$ cat src/sv/t8u16_pkg.sv
// Shared types and constants for the tagged UTF-8 to UTF-16 decoder.
`default_nettype none
package t8u16_pkg;

   localparam int UNIT_W = 16;

   localparam logic [7:0] TAG_BYTE     = 8'hFF;
   localparam logic [7:0] ASCII_MASK   = 8'h80;
   localparam logic [7:0] LEAD2_MASK   = 8'hE0;
   localparam logic [7:0] LEAD2_CODE   = 8'hC0;
   localparam logic [7:0] LEAD3_MASK   = 8'hF0;
   localparam logic [7:0] LEAD3_CODE   = 8'hE0;
   localparam logic [7:0] LEAD4_MASK   = 8'hF8;
   localparam logic [7:0] LEAD4_CODE   = 8'hF0;
   localparam logic [7:0] LEAD2_PAYLD  = 8'h1F;
   localparam logic [7:0] LEAD3_PAYLD  = 8'h0F;
   localparam logic [7:0] CONT_PAYLD   = 8'h3F;

   localparam logic [1:0] PEND_NONE = 2'd0;
   localparam logic [1:0] PEND_ONE  = 2'd1;
   localparam logic [1:0] PEND_TWO  = 2'd2;
   localparam logic [1:0] PEND_THREE = 2'd3;

   typedef struct packed {
      logic [1:0]        bytes_pending;
      logic [UNIT_W-1:0] partial_value;
      logic              four_byte_seq;
   } dec_state_type;

   typedef struct packed {
      logic              has_unit;
      logic [UNIT_W-1:0] utf16_unit;
      logic              end_marker;
   } dec_result_type;

endpackage
`default_nettype wire

$ cat src/sv/t8u16_core.sv
// Decoder state registers and the per-beat decode step.
`default_nettype none
module t8u16_core
   import t8u16_pkg::*;
(
   input  wire logic              clock,
   input  wire logic              reset,
   input  wire logic              step,
   input  wire logic [UNIT_W-1:0] code_unit,
   input  wire logic              string_end,
   output dec_result_type         result
);

   dec_state_type state_ff;
   dec_state_type state_in;

   logic [7:0] low_byte;
   logic [1:0] pend_dec;
   logic [UNIT_W-1:0] shifted;

   assign low_byte = code_unit[7:0];
   assign pend_dec = state_ff.bytes_pending - 2'd1;
   assign shifted  = {state_ff.partial_value[UNIT_W-7:0], low_byte[5:0] & CONT_PAYLD[5:0]};

   always_comb begin
      state_in          = state_ff;
      result.has_unit   = 1'b0;
      result.utf16_unit = '0;
      result.end_marker = string_end;
      if (state_ff.bytes_pending != PEND_NONE) begin
         state_in.partial_value = shifted;
         state_in.bytes_pending = pend_dec;
         if (pend_dec == PEND_NONE) begin
            result.has_unit   = 1'b1;
            result.utf16_unit = state_ff.four_byte_seq ? '0 : shifted;
            state_in.partial_value = '0;
            state_in.four_byte_seq = 1'b0;
         end
      end else if (code_unit[15:8] == TAG_BYTE) begin
         if ((low_byte & ASCII_MASK) == 8'h00) begin
            result.has_unit   = 1'b1;
            result.utf16_unit = {8'h00, low_byte};
         end else if ((low_byte & LEAD2_MASK) == LEAD2_CODE) begin
            state_in.bytes_pending = PEND_ONE;
            state_in.partial_value = {8'h00, low_byte & LEAD2_PAYLD};
            state_in.four_byte_seq = 1'b0;
         end else if ((low_byte & LEAD3_MASK) == LEAD3_CODE) begin
            state_in.bytes_pending = PEND_TWO;
            state_in.partial_value = {8'h00, low_byte & LEAD3_PAYLD};
            state_in.four_byte_seq = 1'b0;
         end else if ((low_byte & LEAD4_MASK) == LEAD4_CODE) begin
            state_in.bytes_pending = PEND_THREE;
            state_in.partial_value = '0;
            state_in.four_byte_seq = 1'b1;
         end
      end else begin
         result.has_unit   = 1'b1;
         result.utf16_unit = code_unit;
      end
      if (string_end) begin
         state_in = '0;
      end
   end

   always_ff @(posedge clock) begin
      if (reset) begin
         state_ff <= '0;
      end else if (step) begin
         state_ff <= state_in;
      end
   end

endmodule
`default_nettype wire

$ cat src/sv/tagged_utf8_to_utf16_decoder.sv
// Top level: input register, decode step and result register.
// Two register stages: a req beat enters the input register, then the result register.
// Throughput: one beat per cycle while rsp accepts; the decoder state loop holds one register.
// Backpressure on rsp stalls the input register, which stalls req.
// Reset is synchronous: both stages empty and decoder state cleared.
`default_nettype none
module tagged_utf8_to_utf16_decoder
   import t8u16_pkg::*;
(
   input  wire logic              clock,
   input  wire logic              reset,
   input  wire logic              req_tvalid,
   output logic                   req_tready,
   input  wire logic [UNIT_W-1:0] req_tdata,   // [15:0] code_unit
   input  wire logic              req_tlast,   // string_end
   output logic                   rsp_tvalid,
   input  wire logic              rsp_tready,
   output logic [UNIT_W-1:0]      rsp_tdata,   // [15:0] utf16_unit
   output logic                   rsp_tuser,   // [0] has_unit
   output logic                   rsp_tlast    // end_marker
);

   logic              in_valid_ff;
   logic [UNIT_W-1:0] in_unit_ff;
   logic              in_last_ff;
   logic              out_valid_ff;
   dec_result_type    out_ff;
   dec_result_type    result;
   logic              out_free;
   logic              advance;

   assign out_free   = !out_valid_ff || rsp_tready;
   assign advance    = in_valid_ff && out_free;
   assign req_tready = !in_valid_ff || out_free;

   t8u16_core u_core (
      .clock      (clock),
      .reset      (reset),
      .step       (advance),
      .code_unit  (in_unit_ff),
      .string_end (in_last_ff),
      .result     (result)
   );

   always_ff @(posedge clock) begin
      if (reset) begin
         in_valid_ff  <= 1'b0;
         out_valid_ff <= 1'b0;
      end else begin
         if (req_tready) begin
            in_valid_ff <= req_tvalid;
         end
         if (out_free) begin
            out_valid_ff <= in_valid_ff;
         end
      end
   end

   always_ff @(posedge clock) begin
      if (req_tready && req_tvalid) begin
         in_unit_ff <= req_tdata;
         in_last_ff <= req_tlast;
      end
      if (advance) begin
         out_ff <= result;
      end
   end

   assign rsp_tvalid = out_valid_ff;
   assign rsp_tdata  = out_ff.utf16_unit;
   assign rsp_tuser  = out_ff.has_unit;
   assign rsp_tlast  = out_ff.end_marker;

endmodule
`default_nettype wire

$ cat config.mk
export PLATFORM = sky130hd
export DESIGN_NAME = tagged_utf8_to_utf16_decoder
export DESIGN_NICKNAME = d
export VERILOG_FILES = /design/src/sv/t8u16_pkg.sv /design/src/sv/t8u16_core.sv /design/src/sv/tagged_utf8_to_utf16_decoder.sv
export SDC_FILE = /design/constraint.sdc
export NUM_CORES = 1
export LEC_CHECK = 0
export BUFFER_PORTS_ARGS = -buffer_cell sky130_fd_sc_hd__buf_2
export CAP_MARGIN = 20
export CORE_UTILIZATION = 50
export CTS_CLUSTER_SIZE = 24
export DETAILED_ROUTE_END_ITERATION = 12
export PLACE_DENSITY_LB_ADDON = 0.2
export SLEW_MARGIN = 0
export SYNTH_ARGS = -nofsm -noshare
export SYNTH_HDL_FRONTEND = slang
export SYNTH_SLANG_ARGS = --single-unit
$ cat constraint.sdc
create_clock -name clock -period 2.8 [get_ports clock]
set_input_delay 0.56 -clock clock [delete_from_list [all_inputs] [get_ports clock]]
set_output_delay 0.56 -clock clock [all_outputs]
set_load 0.01 [all_outputs]
# [After elaboration in Yosys (flattened, before gate mapping)]
# Index checks and enable logic that the tools add are counted.
[classes] n_addsub=1 n_eq_ne=6 n_mux=13 n_reduce_logical=13
[ops] operator="$mux 19" n=7
[ops] operator="$mux 17" n=5
[ops] operator="$mux 16" n=1
[ops] operator="$eq 8x8->1 const B" n=1
[ops] operator="$logic_not 8->1" n=1
[ops] operator="$eq 5x5->1 const B" n=1
[ops] operator="$reduce_and 5->1" n=1
[ops] operator="$reduce_bool 5->1" n=1
[ops] operator="$eq 4x4->1 const B" n=1
[ops] operator="$reduce_and 4->1" n=1
[ops] operator="$eq 3x3->1 const B" n=1
[ops] operator="$ne 3x2->1 const B" n=1
[ops] operator="$ne 3x3->1 const B" n=1
[ops] operator="$reduce_bool 3->1" n=1
[ops] operator="$logic_and 1x1->1" n=2
[ops] operator="$logic_not 1->1" n=2
[ops] operator="$logic_not 2->1" n=1
[ops] operator="$logic_or 1x1->1" n=2
[ops] operator="$reduce_bool 2->1" n=1
[ops] operator="$sub 2x1->2 const B" n=1
[totals] ff_bits=50 in_bits=21 out_inout_bits=20

# [Longest topological paths before layout]
# Gate-level depths: netlist (run 1).
[depth] word_depth=8 mapped_depth=6 depth_no_buf=4

# [Hierarchy]
# A second synthesis (run 1) with hierarchy kept.
[unflattened] cells_unflattened=150 area_unflattened_um2=2059.5
[modules_own_cells] mod="tagged_utf8_to_utf16_decoder" instances=1 cells_each=45 area_per_inst_um2=1154.9
[modules_own_cells] mod="t8u16_core" instances=1 cells_each=105 area_per_inst_um2=904.6

# [Worst setup path after synthesis (run 1)]
# Ideal clock, no wire load.
[synth_timing] path_kind="input port to flip-flop" start="in rsp_tready" end="reg u_core.state_ff[0] (netlist bit)" setup_ps=122 arrival_time_ps=1934 required_time_ps=2678 slack_ps=744 stages=5 cell_sequence="nand2b_1 -> and2_1 -> clkbuf_1 -> nand2_2 -> a311o_1"
[synth_between] elab_chain_len=3
[synth_lines] item="from (decl)" line="tagged_utf8_to_utf16_decoder.sv:17" text="input wire logic rsp_tready,"
[synth_lines] item="$logic_or 1x1->1" line="tagged_utf8_to_utf16_decoder.sv:32" text="assign out_free = !out_valid_ff || rsp_tready;"
[synth_lines] item="$logic_and 1x1->1" line="tagged_utf8_to_utf16_decoder.sv:33" text="assign advance = in_valid_ff && out_free;"
[synth_lines] item="net advance" line="tagged_utf8_to_utf16_decoder.sv:30" text="logic advance;"
[synth_lines] item="$reduce_and 5->1 (no line)"
[synth_lines] item="to (signal assigned)" line="t8u16_core.sv:69" text="state_ff <= state_in;"
[synth_lines] item="to (decl)" line="t8u16_core.sv:14" text="dec_state_type state_ff;"
# The timed path passes the listed nets, and every way through them passes these cells.
# A chain may end at the register's enable or synchronous reset.

# [Worst setup path in the final report (run 1)]
[layout_timing] start="reg out_valid_ff (netlist: rsp_tvalid)" end="out req_tready"
[layout_between] elab_chain_len=3
[layout_lines] item="from (decl)" line="tagged_utf8_to_utf16_decoder.sv:26" text="logic out_valid_ff;"
[layout_lines] item="from (signal assigned)" line="tagged_utf8_to_utf16_decoder.sv:54" text="out_valid_ff <= in_valid_ff;"
[layout_lines] item="$logic_not 1->1" line="tagged_utf8_to_utf16_decoder.sv:32"
[layout_lines] item="$logic_or 1x1->1" line="tagged_utf8_to_utf16_decoder.sv:32"
[layout_lines] item="$logic_or 1x1->1" line="tagged_utf8_to_utf16_decoder.sv:34" text="assign req_tready = !in_valid_ff || out_free;"
[layout_lines] item="to (decl)" line="tagged_utf8_to_utf16_decoder.sv:13" text="output logic req_tready,"
# Every way passes these cells.

==> results of run 1 <==
-- sequential cells by signal (all words and copies together), names as in the netlist --
name / count
in_unit_ff: 16
rsp_tdata: 16
u_core.shifted: 10
u_core.state_ff: 3
in_last_ff: 1
in_valid_ff: 1
rsp_tlast: 1
rsp_tuser: 1
rsp_tvalid: 1
-- per-stage QoR --
step           total power, W  hold WS [ns]  util (%)  setup WS (ns)
5_1_grt               0.00158         0.427      63.3          0.973
3_5_place_dp         0.000955         0.468      59.5          0.840
6_report              0.00153         0.437      63.3           1.09
3_3_place_gp         0.000951         0.456      59.5          0.880
4_1_cts               0.00154         0.430      63.3           1.08
2_1_floorplan        0.000914         0.439         -          0.744
-- where the power goes --
group          switching (W)  internal [W]  total (W)  leakage (nW)
logic              0.0000518     0.0000406  0.0000924         0.386
clock network       0.000212      0.000380   0.000592        0.0714
registers          0.0000205      0.000826   0.000846         0.453
-- area by class of cell --
type / count / area share [%]
Timing Repair Buffer: 41 / 8.89
Tap cell: 48 / 2.57
Clock buffer: 6 / 3.54
Inverter: 4 / 0.643
Multi-Input combinational cell: 72 / 23.9
Sequential cell: 50 / 57.8
Clock inverter: 2 / 2.57
-- routing by layer --
| layer | wire, um | track usage (%) | part of all wire (%) | vias to the layer above |
|---|---|---|---|---|
| met5 | 0 | 0 | 0 | - |
| met4 | 70 | 8.89 | 2.1 | 0 |
| met3 | 162 | 3.93 | 4.9 | 8 |
| met2 | 1660 | 28.8 | 50 | 44 |
| met1 | 1430 | 21.5 | 43 | 591 |
| li1 | - | - | - | 606 |
-- worst max-delay path: stages (launching register included) --
cell and delay, ns:
dfxtp_1 0.35, nor2b_1 0.24, nand2_1 0.11, buf_2 0.15
-- worst min path at each step --
stage	from	end	slack (ns)	cells past startpoint
5_1_grt	req_tdata[9]	in_unit_ff[9]	0.43	1
4_1_cts	req_tdata[12]	in_unit_ff[12]	0.43	1
3_5_place_dp	u_core.shifted[14]	u_core.shifted[14]	0.47	1
6_report	req_tdata[2]	in_unit_ff[2]	0.44	1
2_1_floorplan	u_core.shifted[10]	u_core.shifted[10]	0.44	2
3_3_place_gp	u_core.shifted[11]	u_core.shifted[11]	0.46	1
-- kinds of logic (layout without fill, tap and decap cells) --
family / after synthesis / in the layout / synth area share [%]
flops: 50 / 50 / 69.5
buf+inv: 9 / 53 / 1.80
mux: 1 / 1 / 0.514
compound gates: 35 / 35 / 16.0
simple gates: 36 / 36 / 12.2
-- layout by cell type (no fill, tap or decap), types with 4 or more instances in the layout --
cell type / synthesis / layout
a21oi_1: 4 / 4
a22o_1: 13 / 13
a32o_1: 5 / 5
and2_1: 8 / 8
buf_2: 1 / 40
clkbuf_8: 0 / 6
dfxtp_1: 15 / 15
edfxtp_1: 35 / 35
inv_1: 4 / 4
nor2_1: 5 / 5
==> summary.md, run 1 <==
| Metric | Value |
|---|---|
| Via Count | `1249` |
| Reg-to-Reg Start | `u_core.state_ff[17]` |
| Fillers | `304` |
| WL/cell | `14.9 um` |
| Post-CTS setup repair buffer count | `0` |
| Vias in the first global route | `1210` |
| GRT Overall Usage | `17.5%` |
| Mapped Nets | `152` |
| Die H | `64.4 um` |
| Core area | `0.00369 mm^2` |
| Worst-case clock buffer depth | `2` |
| Ys flop type | `edfxtp_1` |
| Clock Sinks | `50` |
| Die footprint | `0.00414 mm^2` |
| Setup_tns | `0 ns` |
| P_leak | `0.911 nW` |
| Detailed Routing Iterations Pass 1 | `4` |
| Fin cells | `223` |
| Slew margin rel. | `54.0%` |
| Dpl cells | `215` |
| RSZ-0062 raised after global routing | `false` |
| Clk slew on worst S/H paths | `0.08 ns` |
| CP startpoint | `rsp_tvalid` |
| Drt via density | `5.60` |
| Worst skew pair latency | `0.29 ns` |
| CP Launch Type | `register` |
| Seq cells post-synth | `50` |
| Drt total wl | `3.32 mm` |
| Post-Syn Area | `0.00195 mm^2` |
| Root Buffer | `clkbuf_8` |
| Crit path time final | `1.71 ns` |
| Crit path capture | `req_tready` |
| Area leader, netlist | `edfxtp_1` |
| Ports | `41` |
| Cell variety after synth | `39` |
| Pin count of the biggest net entering global routing | `18` |
| Top cell type's share of synthesized area | `54.0%` |
| DRC | `0` |
| Placer Congestion | `0.923` |
| Syn avg cell area | `14.9 um^2` |
| Area Overhead vs Synth | `20.1%` |
| Top-count cell post-synth | `edfxtp_1` |
| Global-route wire length before repair | `5.43 mm` |
| Power density cells | `655 mW/mm^2` |
| Sequential share of the synthesized area | `69.5%` |
| Asr flop ratio synth | `0%` |
| Crit path kind | `reg2out` |
| Critical path data arrival time | `1.15 ns` |
| Ratio of cells with drive above 1 in the final layout | `32.0%` |
| Setup Skew | `0.00494 ns` |
| Initial drt markers | `41` |
| Yosys Warn Count | `0` |
| Total gr overflow | `0` |
| Synth top area cells | `edfxtp_1 54%, dfxtp_1 15%, a22o_1 5.9%` |
| Mapped Cells | `131` |
| ANT cells | `0` |
| Status | `finished clean` |
| Post_cts resized | `0` |
| Synth top cells by count | `35 x edfxtp_1, 15 x dfxtp_1, 13 x a22o_1` |
| Final hold vios | `0` |
| Cts hold-fix bufs | `0` |
| Peak VDD IR | `0.478 mV` |
| Starting density of the core | `52.7%` |
| Number of port buffers | `40` |
| FF-to-FF path depth | `4` |
| Post-DP HPWL | `2.50 mm` |
| Area of the multi-input gates | `559 um^2` |
| Reg area | `0.00135 mm^2` |
| CTS H-tree lvls | `2` |
| Setup Viol. Count Final | `0` |
| Worst endpoint required time | `2.24 ns` |
| Pin slew with the least headroom to its limit | `0.691 ns` |
| Chip Width | `64.4 um` |
| Final Cell Area | `0.00234 mm^2` |
| Crit end category | `output pin` |
| Hold Crit Class | `in2reg` |
| Fmax | `0.586 GHz` |
| Row count | `22` |
| Max-Cap Viols | `0` |
| Max-slew violation count | `0` |
| CTS tree | `built` |
| Crit share post-route | `60.9%` |
| Post-synth EDFFs | `35` |
| Register-to-register setup slack | `1.12 ns` |
| Initial antenna violation count | `0` |
| CTS Buf Count | `5` |
| CP max FO | `3` |
| Fin nets | `195` |
| Post-DRT Antenna Nets | `0` |
| RR Endpoint | `rsp_tdata[4]` |
| Placed cell area | `0.00219 mm^2` |
(Power assumes the default switching activity.)
==> run 2, diff against run 1 <==
==> constraint.sdc (replaced) <==
create_clock -name clock -period 1.7 [get_ports clock]
set_input_delay 0.34 -clock clock [delete_from_list [all_inputs] [get_ports clock]]
set_output_delay 0.34 -clock clock [all_outputs]
set_load 0.01 [all_outputs]
==> summary.md, run 2 (synthesized netlist as in run 1, its figures left out) <==
| Metric | Value |
|---|---|
| Ports | `41 (unchanged)` |
| Clock Sinks | `50 (unchanged)` |
| Area of the multi-input gates | `564 um^2 (+0.89%)` |
| Fmax | `0.612 GHz` |
| Clk pwr share | `30.0% (-8.7 points)` |
| WL met2 | `1.69 mm (+1.6%)` |
| Critical path data arrival time | `1.83 ns (+0.68 ns)` |
| Detailed Routing Iterations Pass 1 | `4 (unchanged)` |
| Met3 wire length | `296 um (+83%)` |
| Clk slew on worst S/H paths | `0.09 ns (about the same)` |
| Post-DRT Antenna Nets | `0 (unchanged)` |
| Drt via density | `5.63 (+0.43%)` |
| DRT met1 WL | `1.52 mm (+6.6%)` |
| Placed cell area | `0.00226 mm^2 (+3.1%)` |
| Post-DP HPWL | `2.64 mm (+5.6%)` |
| Slew margin rel. | `53.8% (-0.18 points)` |
| Drt total wl | `3.58 mm (+7.6%)` |
| Status | `finished clean` |
| Hold slack | `0.202 ns (-0.235 ns)` |
| Max-slew violation count | `0 (unchanged)` |
| Crit end category | `register` |
| ANT cells | `0 (unchanged)` |
| Most common cell after layout, fill and taps aside | `buf_2` |
| Psw | `0.000501 W (+76%)` |
| Number of port buffers | `40 (unchanged)` |
| Highest routing layer actually used | `met4` |
| Power Internal | `0.00173 W (+39%)` |
| Switch share | `22.5% (+3.9 points)` |
| Via Count | `1305 (+4.5%)` |
| Die H | `64.4 um (unchanged)` |
| Initial antenna violation count | `0 (unchanged)` |
| Reg area | `0.00135 mm^2 (unchanged)` |
| Cts hold-fix bufs | `0 (unchanged)` |
| Pin count of the biggest net entering global routing | `19 (+1)` |
| Starting density of the core | `52.7% (unchanged)` |
| DRC | `0 (unchanged)` |
| Setup Viol. Count Final | `0 (unchanged)` |
| Area Overhead vs Synth | `21.1%` |
| Fin nets | `204 (+4.6%)` |
| WL/cell | `15.4 um (+3.5%)` |
| CP Launch Type | `register` |
| Ratio of cells with drive above 1 in the final layout | `35.3% (+3.3 points)` |
| Die footprint | `0.00414 mm^2 (unchanged)` |
| Core area | `0.00369 mm^2 (unchanged)` |
| Most frequent cells in the layout | `40 x buf_2, 35 x edfxtp_1, 15 x dfxtp_1` |
| CTS tree | `built` |
| P_leak | `0.923 nW (+1.4%)` |
| Seq pwr share | `62.2% (+6.9 points)` |
| Peak VDD IR | `0.737 mV (+54%)` |
| Root Buffer | `clkbuf_8` |
| Pin slew with the least headroom to its limit | `0.693 ns (+0.00263 ns)` |
| Pre-CTS WS | `0.0698 ns (-0.771 ns)` |
| Worst skew pair latency | `0.31 ns (+0.02 ns)` |
| Worst endpoint required time | `1.89 ns (-0.35 ns)` |
| RSZ-0062 raised after global routing | `false` |
| Crit path time final | `1.63 ns` |
| Comb pwr share | `7.8% (+1.8 points)` |
| Crit path kind | `reg2reg` |
| Setup_tns | `0 ns (unchanged)` |
| Setup Skew | `0.00789 ns (+0.00295 ns)` |
| Hold Crit Class | `in2reg` |
| Post_cts resized | `0 (unchanged)` |
| GRT Overall Usage | `19.5% (+2.0 points)` |
| Initial drt markers | `87 (+110%)` |
| Placer Congestion | `0.916 (-0.80%)` |
| Fillers | `284 (-6.6%)` |
| CTS Buf Count | `5 (unchanged)` |
| Final Cell Area | `0.00236 mm^2 (+0.86%)` |
| Final setup margin | `0.0666 ns (-1.03 ns)` |
| Total gr overflow | `0 (unchanged)` |
| Chip Width | `64.4 um (unchanged)` |
| Post-CTS setup repair buffer count | `0 (unchanged)` |
| Crit share post-route | `96.1%` |
| CP max FO | `3 (unchanged)` |
| Max-Cap Viols | `0 (unchanged)` |
| Vias in the first global route | `1251 (+3.4%)` |
| Row count | `22 (unchanged)` |
| CTS H-tree lvls | `2 (unchanged)` |
| Final hold vios | `0 (unchanged)` |
| Worst-case clock buffer depth | `2 (unchanged)` |
| Global-route wire length before repair | `5.80 mm (+6.9%)` |
| Power density cells | `947 mW/mm^2 (+44%)` |
| Register-to-register setup slack | `0.07 ns (-1.05 ns)` |
[run 2: cell count changes in the layout (fill, tap and decap cells not counted), sizes merged]
cell and delta:
clkinv +2, bufinv -2, buf +9
[run 2: metrics by stage]
step | total power [W] | util (%) | instances
finish | 0.00223 | 63.9 | 232
global route | 0.00232 | 63.9 | 232
CTS | 0.00225 | 63.6 | 232
detailed placement | 0.00159 | 61.3 | 224
global placement | 0.00158 | 61.3 | 224
floorplan | 0.00151 | - | 131
[run 2: power by group through the flow]
| stage | clock [W] | sequential [W] | combinational (W) |
|---|---|---|---|
| 4_1_cts | 0.000689 | 0.00139 | 0.000172 |
| 3_3_place_gp | 0 | 0.00141 | 0.000168 |
| 3_5_place_dp | 0 | 0.00141 | 0.000171 |
| 5_1_grt | 0.000739 | 0.00139 | 0.000189 |
| 2_1_floorplan | 0 | 0.00142 | 0.0000828 |
| 6_report | 0.000670 | 0.00139 | 0.000174 |
[run 2: routing by layer]
| metal | GRT usage (%) | vias to the layer above |
|---|---|---|
| met5 | 0 | - |
| met4 | 9.44 | 0 |
| met3 | 6.96 | 7 |
| met2 | 30.9 | 75 |
| met1 | 23.6 | 600 |
| li1 | - | 623 |
[run 2: critical path: stages (launching register included)]
cell      delay, ns
edfxtp_1       0.40
and3_4         0.21
o41ai_4        0.44
nand2_2        0.13
a311o_1        0.35
[run 2: cell type report]
cell class	instances	share of cell area, %
Clock buffer	6	3.08
Timing Repair Buffer	50	11.8
Inverter	4	0.637
Multi-Input combinational cell	72	24.0
Sequential cell	50	57.4
Clock inverter	2	0.584
Tap cell	48	2.55
[run 2: final timing paths]
check | startpoint | to | cells past startpoint
setup / recovery | in_unit_ff[3] | u_core.state_ff[0] | 4
hold / removal | req_tdata[9] | in_unit_ff[9] | 1
setup reg to reg | in_unit_ff[3] | u_core.state_ff[0] | 4
hold reg to reg | u_core.shifted[11] | u_core.shifted[11] | 1
